==> src/design/arm64_data_processing_immediate_defines.svh <==
// Assertion macros, clocked on the rising edge, disabled while reset is low.
`ifndef ARM64_DATA_PROCESSING_IMMEDIATE_DEFINES_SVH
`define ARM64_DATA_PROCESSING_IMMEDIATE_DEFINES_SVH

// Same-cycle implication.
`define ADPI_ASSERT_NOW(label, clk, rst_n, ante, cons) \
    label: assert property (@(posedge clk) disable iff (!rst_n) (ante) |-> (cons)) \
        else $error("assertion failed");

// Next-cycle implication.
`define ADPI_ASSERT_NEXT(label, clk, rst_n, ante, cons) \
    label: assert property (@(posedge clk) disable iff (!rst_n) (ante) |=> (cons)) \
        else $error("assertion failed");

`endif

==> src/design/adpi_pkg.sv <==
`timescale 1ns / 1ps

package adpi_pkg;

    localparam int unsigned XLEN     = 64;
    localparam int unsigned WLEN     = 32;
    localparam int unsigned NUM_REGS = 31;
    localparam logic [4:0]  ZERO_REG = 5'd31;

    typedef enum logic [2:0] {
        ACT_ADD  = 3'd0,
        ACT_ADDS = 3'd1,
        ACT_SUB  = 3'd2,
        ACT_SUBS = 3'd3,
        ACT_MOVN = 3'd4,
        ACT_MOVZ = 3'd5,
        ACT_MOVK = 3'd6
    } t_action;

    typedef struct packed {
        logic [2:0]  action;
        logic        sf;
        logic [4:0]  rd;
        logic [4:0]  rn;
        logic [23:0] op2;
        logic [1:0]  hw;
        logic [15:0] imm16;
    } t_in_item;

    typedef struct packed {
        logic            en;
        logic [4:0]      addr;
        logic [XLEN-1:0] data;
    } t_rf_wr;

    typedef struct packed {
        logic       en;
        logic [3:0] nzcv;
    } t_flag_wr;

    typedef struct packed {
        logic [XLEN-1:0] value;
        logic            wrote;
        logic [3:0]      nzcv;
        t_rf_wr          rf_wr;
        t_flag_wr        flag_wr;
    } t_exec;

endpackage

==> src/design/adpi_intf.sv <==
`timescale 1ns / 1ps

interface adpi_in_if;
    logic        valid;
    logic        ready;
    logic [2:0]  action;
    logic        sf;
    logic [4:0]  rd;
    logic [4:0]  rn;
    logic [23:0] op2;
    logic [1:0]  hw;
    logic [15:0] imm16;

    modport source (output valid, action, sf, rd, rn, op2, hw, imm16, input ready);
    modport sink   (input valid, action, sf, rd, rn, op2, hw, imm16, output ready);
endinterface

interface adpi_out_if;
    logic        valid;
    logic        ready;
    logic [63:0] value;
    logic        wrote;
    logic        flag_n;
    logic        flag_z;
    logic        flag_c;
    logic        flag_v;

    modport source (output valid, value, wrote, flag_n, flag_z, flag_c, flag_v, input ready);
    modport sink   (input valid, value, wrote, flag_n, flag_z, flag_c, flag_v, output ready);
endinterface

==> src/design/adpi_regfile.sv <==
`timescale 1ns / 1ps

module adpi_regfile (
    input  logic                      i_clk,
    input  logic                      i_rst_n,
    input  logic [4:0]                i_rd_addr,
    output logic [adpi_pkg::XLEN-1:0] o_rd_data,
    output logic [3:0]                o_nzcv,
    input  adpi_pkg::t_rf_wr          i_rf_wr,
    input  adpi_pkg::t_flag_wr        i_flag_wr
);

    logic [adpi_pkg::XLEN-1:0] r_regs [adpi_pkg::NUM_REGS];
    logic [3:0]                r_nzcv;

    always_ff @(posedge i_clk) begin
        if (!i_rst_n) begin
            for (int i = 0; i < adpi_pkg::NUM_REGS; i++) begin
                r_regs[i] <= '0;
            end
            r_nzcv <= '0;
        end else begin
            if (i_rf_wr.en && i_rf_wr.addr != adpi_pkg::ZERO_REG) begin
                r_regs[i_rf_wr.addr] <= i_rf_wr.data;
            end
            if (i_flag_wr.en) begin
                r_nzcv <= i_flag_wr.nzcv;
            end
        end
    end

    assign o_rd_data = (i_rd_addr == adpi_pkg::ZERO_REG) ? '0 : r_regs[i_rd_addr];
    assign o_nzcv    = r_nzcv;

endmodule

==> src/design/adpi_alu.sv <==
`timescale 1ns / 1ps

module adpi_alu (
    input  adpi_pkg::t_in_item        i_item,
    input  logic [adpi_pkg::XLEN-1:0] i_src,
    input  logic [3:0]                i_nzcv,
    output adpi_pkg::t_exec           o_exec
);

    logic [adpi_pkg::XLEN-1:0] mask;
    logic [adpi_pkg::XLEN-1:0] a;
    logic [adpi_pkg::XLEN-1:0] b;
    logic [adpi_pkg::XLEN:0]   sum;
    logic [adpi_pkg::XLEN:0]   diff;
    logic [5:0]                shamt;
    logic [adpi_pkg::XLEN-1:0] placed;
    logic [adpi_pkg::XLEN-1:0] hmask;
    logic [adpi_pkg::XLEN-1:0] res;
    logic [adpi_pkg::XLEN-1:0] ovf;
    logic                      valid;
    logic                      sets;
    logic                      fn;
    logic                      fz;
    logic                      fc;
    logic                      fv;

    always_comb begin
        mask   = i_item.sf ? '1 : {{(adpi_pkg::XLEN-adpi_pkg::WLEN){1'b0}},
                                   {adpi_pkg::WLEN{1'b1}}};
        a      = i_src & mask;
        b      = {{(adpi_pkg::XLEN-24){1'b0}}, i_item.op2} & mask;
        sum    = {1'b0, a} + {1'b0, b};
        diff   = {1'b0, a} - {1'b0, b};
        shamt  = {i_item.hw, 4'b0000};
        placed = {{(adpi_pkg::XLEN-16){1'b0}}, i_item.imm16} << shamt;
        hmask  = {{(adpi_pkg::XLEN-16){1'b0}}, 16'hFFFF} << shamt;
        res    = '0;
        ovf    = '0;
        valid  = 1'b1;
        sets   = 1'b0;
        fc     = 1'b0;

        case (adpi_pkg::t_action'(i_item.action))
            adpi_pkg::ACT_ADD, adpi_pkg::ACT_ADDS: begin
                res  = sum[adpi_pkg::XLEN-1:0] & mask;
                fc   = i_item.sf ? sum[adpi_pkg::XLEN] : sum[adpi_pkg::WLEN];
                ovf  = (a ^ res) & (b ^ res);
                sets = i_item.action[0];
            end
            adpi_pkg::ACT_SUB, adpi_pkg::ACT_SUBS: begin
                res  = diff[adpi_pkg::XLEN-1:0] & mask;
                fc   = !diff[adpi_pkg::XLEN];
                ovf  = (a ^ b) & (a ^ res);
                sets = i_item.action[0];
            end
            adpi_pkg::ACT_MOVN: res = ~placed & mask;
            adpi_pkg::ACT_MOVZ: res = placed & mask;
            adpi_pkg::ACT_MOVK: res = ((i_src & ~hmask) | placed) & mask;
            default:            valid = 1'b0;
        endcase

        fn = i_item.sf ? res[adpi_pkg::XLEN-1] : res[adpi_pkg::WLEN-1];
        fv = i_item.sf ? ovf[adpi_pkg::XLEN-1] : ovf[adpi_pkg::WLEN-1];
        fz = (res == '0);

        o_exec.value        = res;
        o_exec.wrote        = valid && (i_item.rd != adpi_pkg::ZERO_REG);
        o_exec.rf_wr.en     = o_exec.wrote;
        o_exec.rf_wr.addr   = i_item.rd;
        o_exec.rf_wr.data   = res;
        o_exec.flag_wr.en   = sets;
        o_exec.flag_wr.nzcv = {fn, fz, fc, fv};
        o_exec.nzcv         = sets ? {fn, fz, fc, fv} : i_nzcv;
    end

endmodule

==> src/design/arm64_data_processing_immediate.sv <==
`timescale 1ns / 1ps
// Channel  Side  Beat fields
// i_in     in    action, sf, rd, rn, op2, hw, imm16
// o_out    out   value, wrote, flag_n, flag_z, flag_c, flag_v
//
// One beat in and one beat out per cycle sustained while the output is ready.
// Input register feeds the ALU; register file and NZCV update as the item enters
// the output register, so the next item sees them with no hazard.
// Synchronous reset clears all 31 registers, NZCV and both valid bits at once.
// A stalled output holds its register; input ready drops only while both stages are full.

`include "arm64_data_processing_immediate_defines.svh"

module arm64_data_processing_immediate (
    input  logic              i_clk,
    input  logic              i_rst_n,
    adpi_in_if.sink           i_in,
    adpi_out_if.source        o_out
);

    adpi_pkg::t_in_item        r_in;
    adpi_pkg::t_in_item        n_in;
    logic                      r_in_vld;
    logic                      n_in_vld;
    logic                      r_out_vld;
    logic                      n_out_vld;
    adpi_pkg::t_exec           r_out;
    adpi_pkg::t_exec           n_out;
    logic                      advance;
    logic                      in_fire;
    logic [4:0]                rd_addr;
    logic [adpi_pkg::XLEN-1:0] src;
    logic [3:0]                nzcv;
    adpi_pkg::t_exec           exec;
    adpi_pkg::t_rf_wr          rf_wr;
    adpi_pkg::t_flag_wr        flag_wr;

    assign advance    = r_in_vld && (!r_out_vld || o_out.ready);
    assign i_in.ready = !r_in_vld || advance;
    assign in_fire    = i_in.valid && i_in.ready;

    assign rd_addr = (r_in.action == adpi_pkg::ACT_MOVK) ? r_in.rd : r_in.rn;

    assign rf_wr.en        = advance && exec.rf_wr.en;
    assign rf_wr.addr      = exec.rf_wr.addr;
    assign rf_wr.data      = exec.rf_wr.data;
    assign flag_wr.en      = advance && exec.flag_wr.en;
    assign flag_wr.nzcv    = exec.flag_wr.nzcv;

    adpi_regfile u_regfile (
        .i_clk     (i_clk),
        .i_rst_n   (i_rst_n),
        .i_rd_addr (rd_addr),
        .o_rd_data (src),
        .o_nzcv    (nzcv),
        .i_rf_wr   (rf_wr),
        .i_flag_wr (flag_wr)
    );

    adpi_alu u_alu (
        .i_item (r_in),
        .i_src  (src),
        .i_nzcv (nzcv),
        .o_exec (exec)
    );

    always_comb begin
        n_in.action = i_in.action;
        n_in.sf     = i_in.sf;
        n_in.rd     = i_in.rd;
        n_in.rn     = i_in.rn;
        n_in.op2    = i_in.op2;
        n_in.hw     = i_in.hw;
        n_in.imm16  = i_in.imm16;
        n_in_vld    = in_fire ? 1'b1 : (advance ? 1'b0 : r_in_vld);
        n_out_vld   = advance ? 1'b1 : ((r_out_vld && o_out.ready) ? 1'b0 : r_out_vld);
        n_out       = exec;
    end

    always_ff @(posedge i_clk) begin
        if (!i_rst_n) begin
            r_in_vld  <= 1'b0;
            r_out_vld <= 1'b0;
        end else begin
            r_in_vld  <= n_in_vld;
            r_out_vld <= n_out_vld;
        end
        if (in_fire) begin
            r_in <= n_in;
        end
        if (advance) begin
            r_out <= n_out;
        end
    end

    assign o_out.valid  = r_out_vld;
    assign o_out.value  = r_out.value;
    assign o_out.wrote  = r_out.wrote;
    assign o_out.flag_n = r_out.nzcv[3];
    assign o_out.flag_z = r_out.nzcv[2];
    assign o_out.flag_c = r_out.nzcv[1];
    assign o_out.flag_v = r_out.nzcv[0];

    `ADPI_ASSERT_NOW(a_full_stall_blocks_in, i_clk, i_rst_n, r_in_vld && r_out_vld && !o_out.ready, !i_in.ready)
    `ADPI_ASSERT_NEXT(a_advance_fills_out, i_clk, i_rst_n, advance, o_out.valid)
    `ADPI_ASSERT_NEXT(a_flags_hold, i_clk, i_rst_n, !flag_wr.en, $stable(nzcv))

endmodule

==> src/flat_wrapper.sv <==
// flat-port wrapper written by rule: the top's interface ports become plain ports
module arm64_data_processing_immediate_flat 
  (i_clk, i_rst_n, i_in_valid, i_in_action, i_in_sf, i_in_rd, i_in_rn, i_in_op2, i_in_hw, i_in_imm16, i_in_ready, o_out_valid, o_out_value, o_out_wrote, o_out_flag_n, o_out_flag_z, o_out_flag_c, o_out_flag_v, o_out_ready);
  adpi_in_if i_in_i ();
  adpi_out_if o_out_i ();
  input  logic i_clk;
  input  logic i_rst_n;
  input wire logic [$bits(i_in_i.valid)-1:0] i_in_valid;
  input wire logic [$bits(i_in_i.action)-1:0] i_in_action;
  input wire logic [$bits(i_in_i.sf)-1:0] i_in_sf;
  input wire logic [$bits(i_in_i.rd)-1:0] i_in_rd;
  input wire logic [$bits(i_in_i.rn)-1:0] i_in_rn;
  input wire logic [$bits(i_in_i.op2)-1:0] i_in_op2;
  input wire logic [$bits(i_in_i.hw)-1:0] i_in_hw;
  input wire logic [$bits(i_in_i.imm16)-1:0] i_in_imm16;
  output wire logic [$bits(i_in_i.ready)-1:0] i_in_ready;
  output wire logic [$bits(o_out_i.valid)-1:0] o_out_valid;
  output wire logic [$bits(o_out_i.value)-1:0] o_out_value;
  output wire logic [$bits(o_out_i.wrote)-1:0] o_out_wrote;
  output wire logic [$bits(o_out_i.flag_n)-1:0] o_out_flag_n;
  output wire logic [$bits(o_out_i.flag_z)-1:0] o_out_flag_z;
  output wire logic [$bits(o_out_i.flag_c)-1:0] o_out_flag_c;
  output wire logic [$bits(o_out_i.flag_v)-1:0] o_out_flag_v;
  input wire logic [$bits(o_out_i.ready)-1:0] o_out_ready;
  assign i_in_i.valid = i_in_valid;
  assign i_in_i.action = i_in_action;
  assign i_in_i.sf = i_in_sf;
  assign i_in_i.rd = i_in_rd;
  assign i_in_i.rn = i_in_rn;
  assign i_in_i.op2 = i_in_op2;
  assign i_in_i.hw = i_in_hw;
  assign i_in_i.imm16 = i_in_imm16;
  assign i_in_ready = i_in_i.ready;
  assign o_out_valid = o_out_i.valid;
  assign o_out_value = o_out_i.value;
  assign o_out_wrote = o_out_i.wrote;
  assign o_out_flag_n = o_out_i.flag_n;
  assign o_out_flag_z = o_out_i.flag_z;
  assign o_out_flag_c = o_out_i.flag_c;
  assign o_out_flag_v = o_out_i.flag_v;
  assign o_out_i.ready = o_out_ready;
  arm64_data_processing_immediate u_core (.i_clk(i_clk), .i_rst_n(i_rst_n), .i_in(i_in_i), .o_out(o_out_i));
endmodule
==> config.mk <==
export PLATFORM = sky130hd
export DESIGN_NAME = arm64_data_processing_immediate_flat
export DESIGN_NICKNAME = d
export VERILOG_FILES = /design/src/design/adpi_pkg.sv /design/src/design/adpi_intf.sv /design/src/design/adpi_regfile.sv /design/src/design/adpi_alu.sv /design/src/design/arm64_data_processing_immediate.sv /design/src/flat_wrapper.sv
export VERILOG_INCLUDE_DIRS = /design/src /design/src/design
export SDC_FILE = /design/constraint.sdc
export NUM_CORES = 2
export LEC_CHECK = 0
export ABC_AREA = 1
export BUFFER_PORTS_ARGS = -buffer_cell sky130_fd_sc_hd__buf_2
export CAP_MARGIN = 25
export CORE_AREA = 10 10 682 684
export DETAILED_ROUTE_END_ITERATION = 7
export DIE_AREA = 0 0 692 694
export GPL_ROUTABILITY_DRIVEN = 0
export PLACE_DENSITY_LB_ADDON = 0.2
export RECOVER_POWER = 50
export SYNTH_ARGS = -nofsm -noshare
export SYNTH_HDL_FRONTEND = slang
export SYNTH_SLANG_ARGS = --single-unit
==> constraint.sdc <==
create_clock -name i_clk -period 9.8 [get_ports i_clk]
set_clock_uncertainty 0.15 [all_clocks]
set_input_delay 0 -clock i_clk [delete_from_list [all_inputs] [get_ports i_clk]]
set_output_delay 0 -clock i_clk [all_outputs]
set_load 0.05 [all_outputs]
==> run_summary.xml <==
<?xml version="1.0" encoding="UTF-8"?>
<metrics>
  <group name="yosys">
    <metric name="postSynthRegisterBits" unit="">2179</metric>
    <metric name="synth-async-reset-ratio" unit="%">0</metric>
    <metric name="yosys-top-cells-count" unit="">sky130_fd_sc_hd__nand2_1 (4,835), sky130_fd_sc_hd__edfxtp_1 (2,173), sky130_fd_sc_hd__inv_1 (2,133)</metric>
    <metric name="synth_top_cell_by_area" unit="">sky130_fd_sc_hd__edfxtp_1</metric>
    <metric name="synth_top_area_share" unit="%">58.1</metric>
    <metric name="synth.area.top_cells" unit="">sky130_fd_sc_hd__edfxtp_1 (58%), sky130_fd_sc_hd__nand2_1 (16%), sky130_fd_sc_hd__inv_1 (7.1%), sky130_fd_sc_hd__nand3_1 (6.9%), sky130_fd_sc_hd__nor2_1 (2.4%)</metric>
    <metric name="yosys.area_share.simple" unit="%">26.7</metric>
    <metric name="seq_area_frac_synth" unit="%">58.2</metric>
    <metric name="syn_inst" unit="">13200</metric>
    <metric name="synth_enable_flop_cells" unit="">2173</metric>
    <metric name="synth.most_common_cell" unit="">sky130_fd_sc_hd__nand2_1</metric>
    <metric name="synthesis.area" unit="mm²">0.112</metric>
    <metric name="synth_warnings" unit="">0</metric>
    <metric name="netlist-cell-type-count" unit="">56</metric>
    <metric name="postSynthAreaPerCell" unit="µm²">8.53</metric>
    <metric name="synth_top_family_by_area" unit="">simple AND/OR/NAND/NOR gates</metric>
    <metric name="xor_xnor_share_of_the_synthesized_area" unit="%">0.0234</metric>
    <metric name="post_synth_mux_area_share" unit="%">0</metric>
    <metric name="synth_fa_ha_area_share" unit="%">0.568</metric>
    <metric name="synth_compound_area_share" unit="%">3.45</metric>
    <metric name="synth_flop_cell" unit="">sky130_fd_sc_hd__edfxtp_1</metric>
  </group>
  <group name="grt">
    <metric name="final_global_route_overflow_total" unit="">0</metric>
    <metric name="vias_in_the_first_global_route" unit="">85200</metric>
    <metric name="grt_pass1_wl" unit="µm">694000</metric>
    <metric name="global_route_usage_sum" unit="%">20.0</metric>
    <metric name="grt_max_degree" unit="">156</metric>
    <metric name="antenna_found_initial" unit="">24</metric>
  </group>
  <group name="hold_path">
    <metric name="hold_path_startpoint" unit="">i_in_op2[8]</metric>
    <metric name="hold_class" unit="">primary input to flop</metric>
  </group>
  <group name="place">
    <metric name="dpl.cell_count" unit="">18800</metric>
    <metric name="place.detailed.hpwl" unit="µm">307000</metric>
    <metric name="detailed_place.area" unit="mm²">0.120</metric>
    <metric name="port_buffers" unit="">130</metric>
    <metric name="place_ws" unit="ps">1440</metric>
  </group>
  <group name="clock_network">
    <metric name="insertion_delay" unit="ps">940</metric>
    <metric name="ctsHtreeMaxLevel" unit="">5</metric>
    <metric name="clock_sink_count" unit="">2179</metric>
    <metric name="postCtsSetupBuffers" unit="">0</metric>
    <metric name="clock_tree_from_tritoncts" unit="">yes</metric>
    <metric name="cts_made_buffers" unit="">262</metric>
    <metric name="cts-resized-gates" unit="">0</metric>
    <metric name="clkSlewWorstSetupHoldPaths" unit="ps">60</metric>
    <metric name="clock_tree.buffer_depth" unit="">4</metric>
    <metric name="holdBufCountCts" unit="">119</metric>
    <metric name="ctsRootBufferMaster" unit="">sky130_fd_sc_hd__clkbuf_16</metric>
  </group>
  <group name="flow_run">
    <metric name="max_cap_violations" unit="">66</metric>
  </group>
  <group name="routing">
    <metric name="drc" unit="">0</metric>
    <metric name="drt_iter0_drc" unit="">11700</metric>
    <metric name="avgRoutedWirePerCell" unit="µm">25.9</metric>
    <metric name="detail-route-antenna-nets" unit="">0</metric>
    <metric name="dr.pass1.iters" unit="">7</metric>
    <metric name="routed-via-count" unit="">91800</metric>
    <metric name="drt_wl_total" unit="µm">501000</metric>
    <metric name="ratio_of_routed_vias_to_standard_cells" unit="">4.74</metric>
  </group>
  <group name="cells_and_area">
    <metric name="fill_cells" unit="">48200</metric>
    <metric name="post-route-cell-area" unit="mm²">0.128</metric>
    <metric name="final_instance_count_excl_fillers" unit="">19300</metric>
    <metric name="multiInputGateArea" unit="mm²">0.0350</metric>
    <metric name="areaGrowthSynthToFinish" unit="%">14.3</metric>
    <metric name="seqCellArea" unit="mm²">0.0654</metric>
    <metric name="num-nets-final" unit="">13300</metric>
    <metric name="drive_above_1_share" unit="%">5.67</metric>
    <metric name="fin_util" unit="%">28.5</metric>
  </group>
  <group name="critical_path">
    <metric name="timing.critical_path.mode_cell" unit="">sky130_fd_sc_hd__inv_1</metric>
    <metric name="cpMaxStageDelayCell" unit="">sky130_fd_sc_hd__nor2_1</metric>
    <metric name="setup.worst_path.start_class" unit="">primary input</metric>
    <metric name="setup.worst_path.class" unit="">primary input to flop</metric>
    <metric name="cp_slowest_stage_delay" unit="ps">2200</metric>
    <metric name="critical_path_required" unit="ps">10180</metric>
    <metric name="r2r-start" unit="">u_core.r_in[54]</metric>
    <metric name="timing.critical_path.to_type" unit="">flop</metric>
    <metric name="timing.critical_path.cells" unit="">dlygate4sd3_1 &gt; clkbuf_1 &gt; inv_1 &gt; nor2_1 &gt; nand2_1 &gt; inv_1 &gt; nand3_1 &gt; nor2_1 &gt; inv_1 &gt; nand2_1 &gt; clkbuf_2</metric>
    <metric name="crit_arrival" unit="ps">9620</metric>
    <metric name="crit_start" unit="">i_rst_n</metric>
    <metric name="crit_path_max_fanout" unit="">28</metric>
  </group>
  <group name="pwr">
    <metric name="p_sw" unit="mW">7.59</metric>
    <metric name="design_power_total" unit="mW">24.7</metric>
    <metric name="power_leakage" unit="nW">61.0</metric>
    <metric name="power_per_standard_cell_area" unit="mW/mm²">192</metric>
    <metric name="peakVddDrop" unit="mV">0.127</metric>
    <metric name="internal_power" unit="mW">17.1</metric>
    <metric name="sw_frac_of_total" unit="%">30.8</metric>
    <metric name="combinational_fraction_of_design_power" unit="%">16.5</metric>
    <metric name="power_frac_seq" unit="%">43.8</metric>
    <metric name="clock_power_share" unit="%">39.7</metric>
  </group>
  <group name="timing">
    <metric name="relSlewSlack" unit="%">-210</metric>
    <metric name="grt_setup_unrepaired" unit="">false</metric>
    <metric name="fmax" unit="GHz">0.108</metric>
    <metric name="drv_slew" unit="">1897</metric>
    <metric name="report.final.setup_viol" unit="">0</metric>
    <metric name="fin_ws" unit="ps">561</metric>
    <metric name="fin_crit" unit="ps">9240</metric>
    <metric name="timing.final.crit_share" unit="%">94.3</metric>
    <metric name="final_hold_viol_count" unit="">0</metric>
    <metric name="final.hold.worst_slack" unit="ps">152</metric>
    <metric name="worst_pin_slew" unit="ps">4620</metric>
    <metric name="tns" unit="ps">0</metric>
  </group>
  <group name="floorplanning">
    <metric name="die_extent_in_y" unit="µm">694</metric>
    <metric name="dieArea" unit="mm²">0.480</metric>
    <metric name="std_cell_rows" unit="">247</metric>
    <metric name="design.core.area" unit="mm²">0.451</metric>
    <metric name="die_width" unit="µm">692</metric>
    <metric name="floorplan.initialDensity" unit="%">24.9</metric>
    <metric name="num_io_pins" unit="">131</metric>
  </group>
  <group name="outcome">
    <metric name="run_status" unit="">finished, violations left</metric>
    <metric name="failing_checks" unit="">max-capacitance violations, max-slew violations</metric>
  </group>
</metrics>
[final timing paths]
check | end | slack [ps] | cells past startpoint
worst max-delay path | u_core.u_regfile.r_regs[14][45] | 560 | 11
worst min-delay path | u_core.r_in[26] | 150 | 3
worst max register to register | u_core.u_regfile.r_regs[21][55] | 1180 | 28
worst min register to register | u_core.u_regfile.o_nzcv[1] | 350 | 2
[worst max-delay path: cells and delay by family]
| kind | cells | cell delay [ps] |
|---|---|---|
| buf+inv | 6 | 4580 |
| simple gates | 5 | 4920 |
[kinds of logic after synthesis]
| group | Yosys count |
|---|---|
| compound gates | 604 |
| xor+xnor | 3 |
| fa+ha+maj | 51 |
| buf+inv | 3041 |
| flops | 2179 |
| other cells | 1 |
| simple gates | 7294 |
[power groups by stage]
stage | Sequential (mW) | Combinational (mW) | Clock (mW)
after floorplan | 11.0 | 2.22 | 0
after global placement | 11.0 | 4.01 | 0
after detailed placement | 11.0 | 4.01 | 0
after CTS | 10.8 | 4.06 | 9.97
after global routing | 10.8 | 4.31 | 10.3
final | 10.8 | 4.08 | 9.79
[cell type report]
type / count / share of cell area [%]
tap: 5976 / 5.82
sequential: 2179 / 50.9
antenna: 8 / 0.0156
clock buffer: 338 / 5.48
multi-input combinational: 8016 / 27.3
clock inverter: 126 / 0.963
timing repair buffer: 539 / 3.22
inverter: 2163 / 6.34
[per-layer routing]
metal	vias up	routed length, µm	GRT usage (%)
met4	6	24600	8.48
met2	3985	221000	31.1
met1	45100	216000	27.6
met3	832	39600	3.06
met5	-	39	0
li1	41800	-	-
[state kept, by name, indices dropped and copies added, names as in the netlist]
name,flops
u_core.r_in_vld,1
u_core.o_out.flag_n,1
u_core.o_out.flag_z,1
u_core.r_in,56
u_core.o_out.wrote,1
u_core.o_out.value,64
u_core.o_out.valid,1
u_core.u_regfile.o_nzcv,4
u_core.o_out.flag_c,1
u_core.o_out.flag_v,1
u_core.u_regfile.r_regs,2048
[placed cells by master (no fill, tap or decap), drive strengths merged, types with 3 or more instances in the layout]
cell type,Yosys,final
a211oi,4,4
a21o,3,3
a21oi,274,274
a221o,9,9
a31oi,37,37
a32o,92,92
and2,3,3
and3,10,10
buf,469,281
bufinv,0,18
clkbuf,409,477
clkinv,10,106
clkinvlp,0,6
conb,1,64
dfxtp,6,6
diode,0,8
dlygate4sd3,0,119
edfxtp,2173,2173
ha,51,51
inv,2153,2159
nand2,4839,4839
nand3,1565,1565
nand3b,12,12
nand4,83,83
nor2,738,738
nor3,35,35
nor3b,3,3
nor4,5,5
o2111ai,3,3
o211ai,58,58
o21a,6,6
o21ai,85,85
o31ai,24,24
Power figures use the tool's default switching activity.
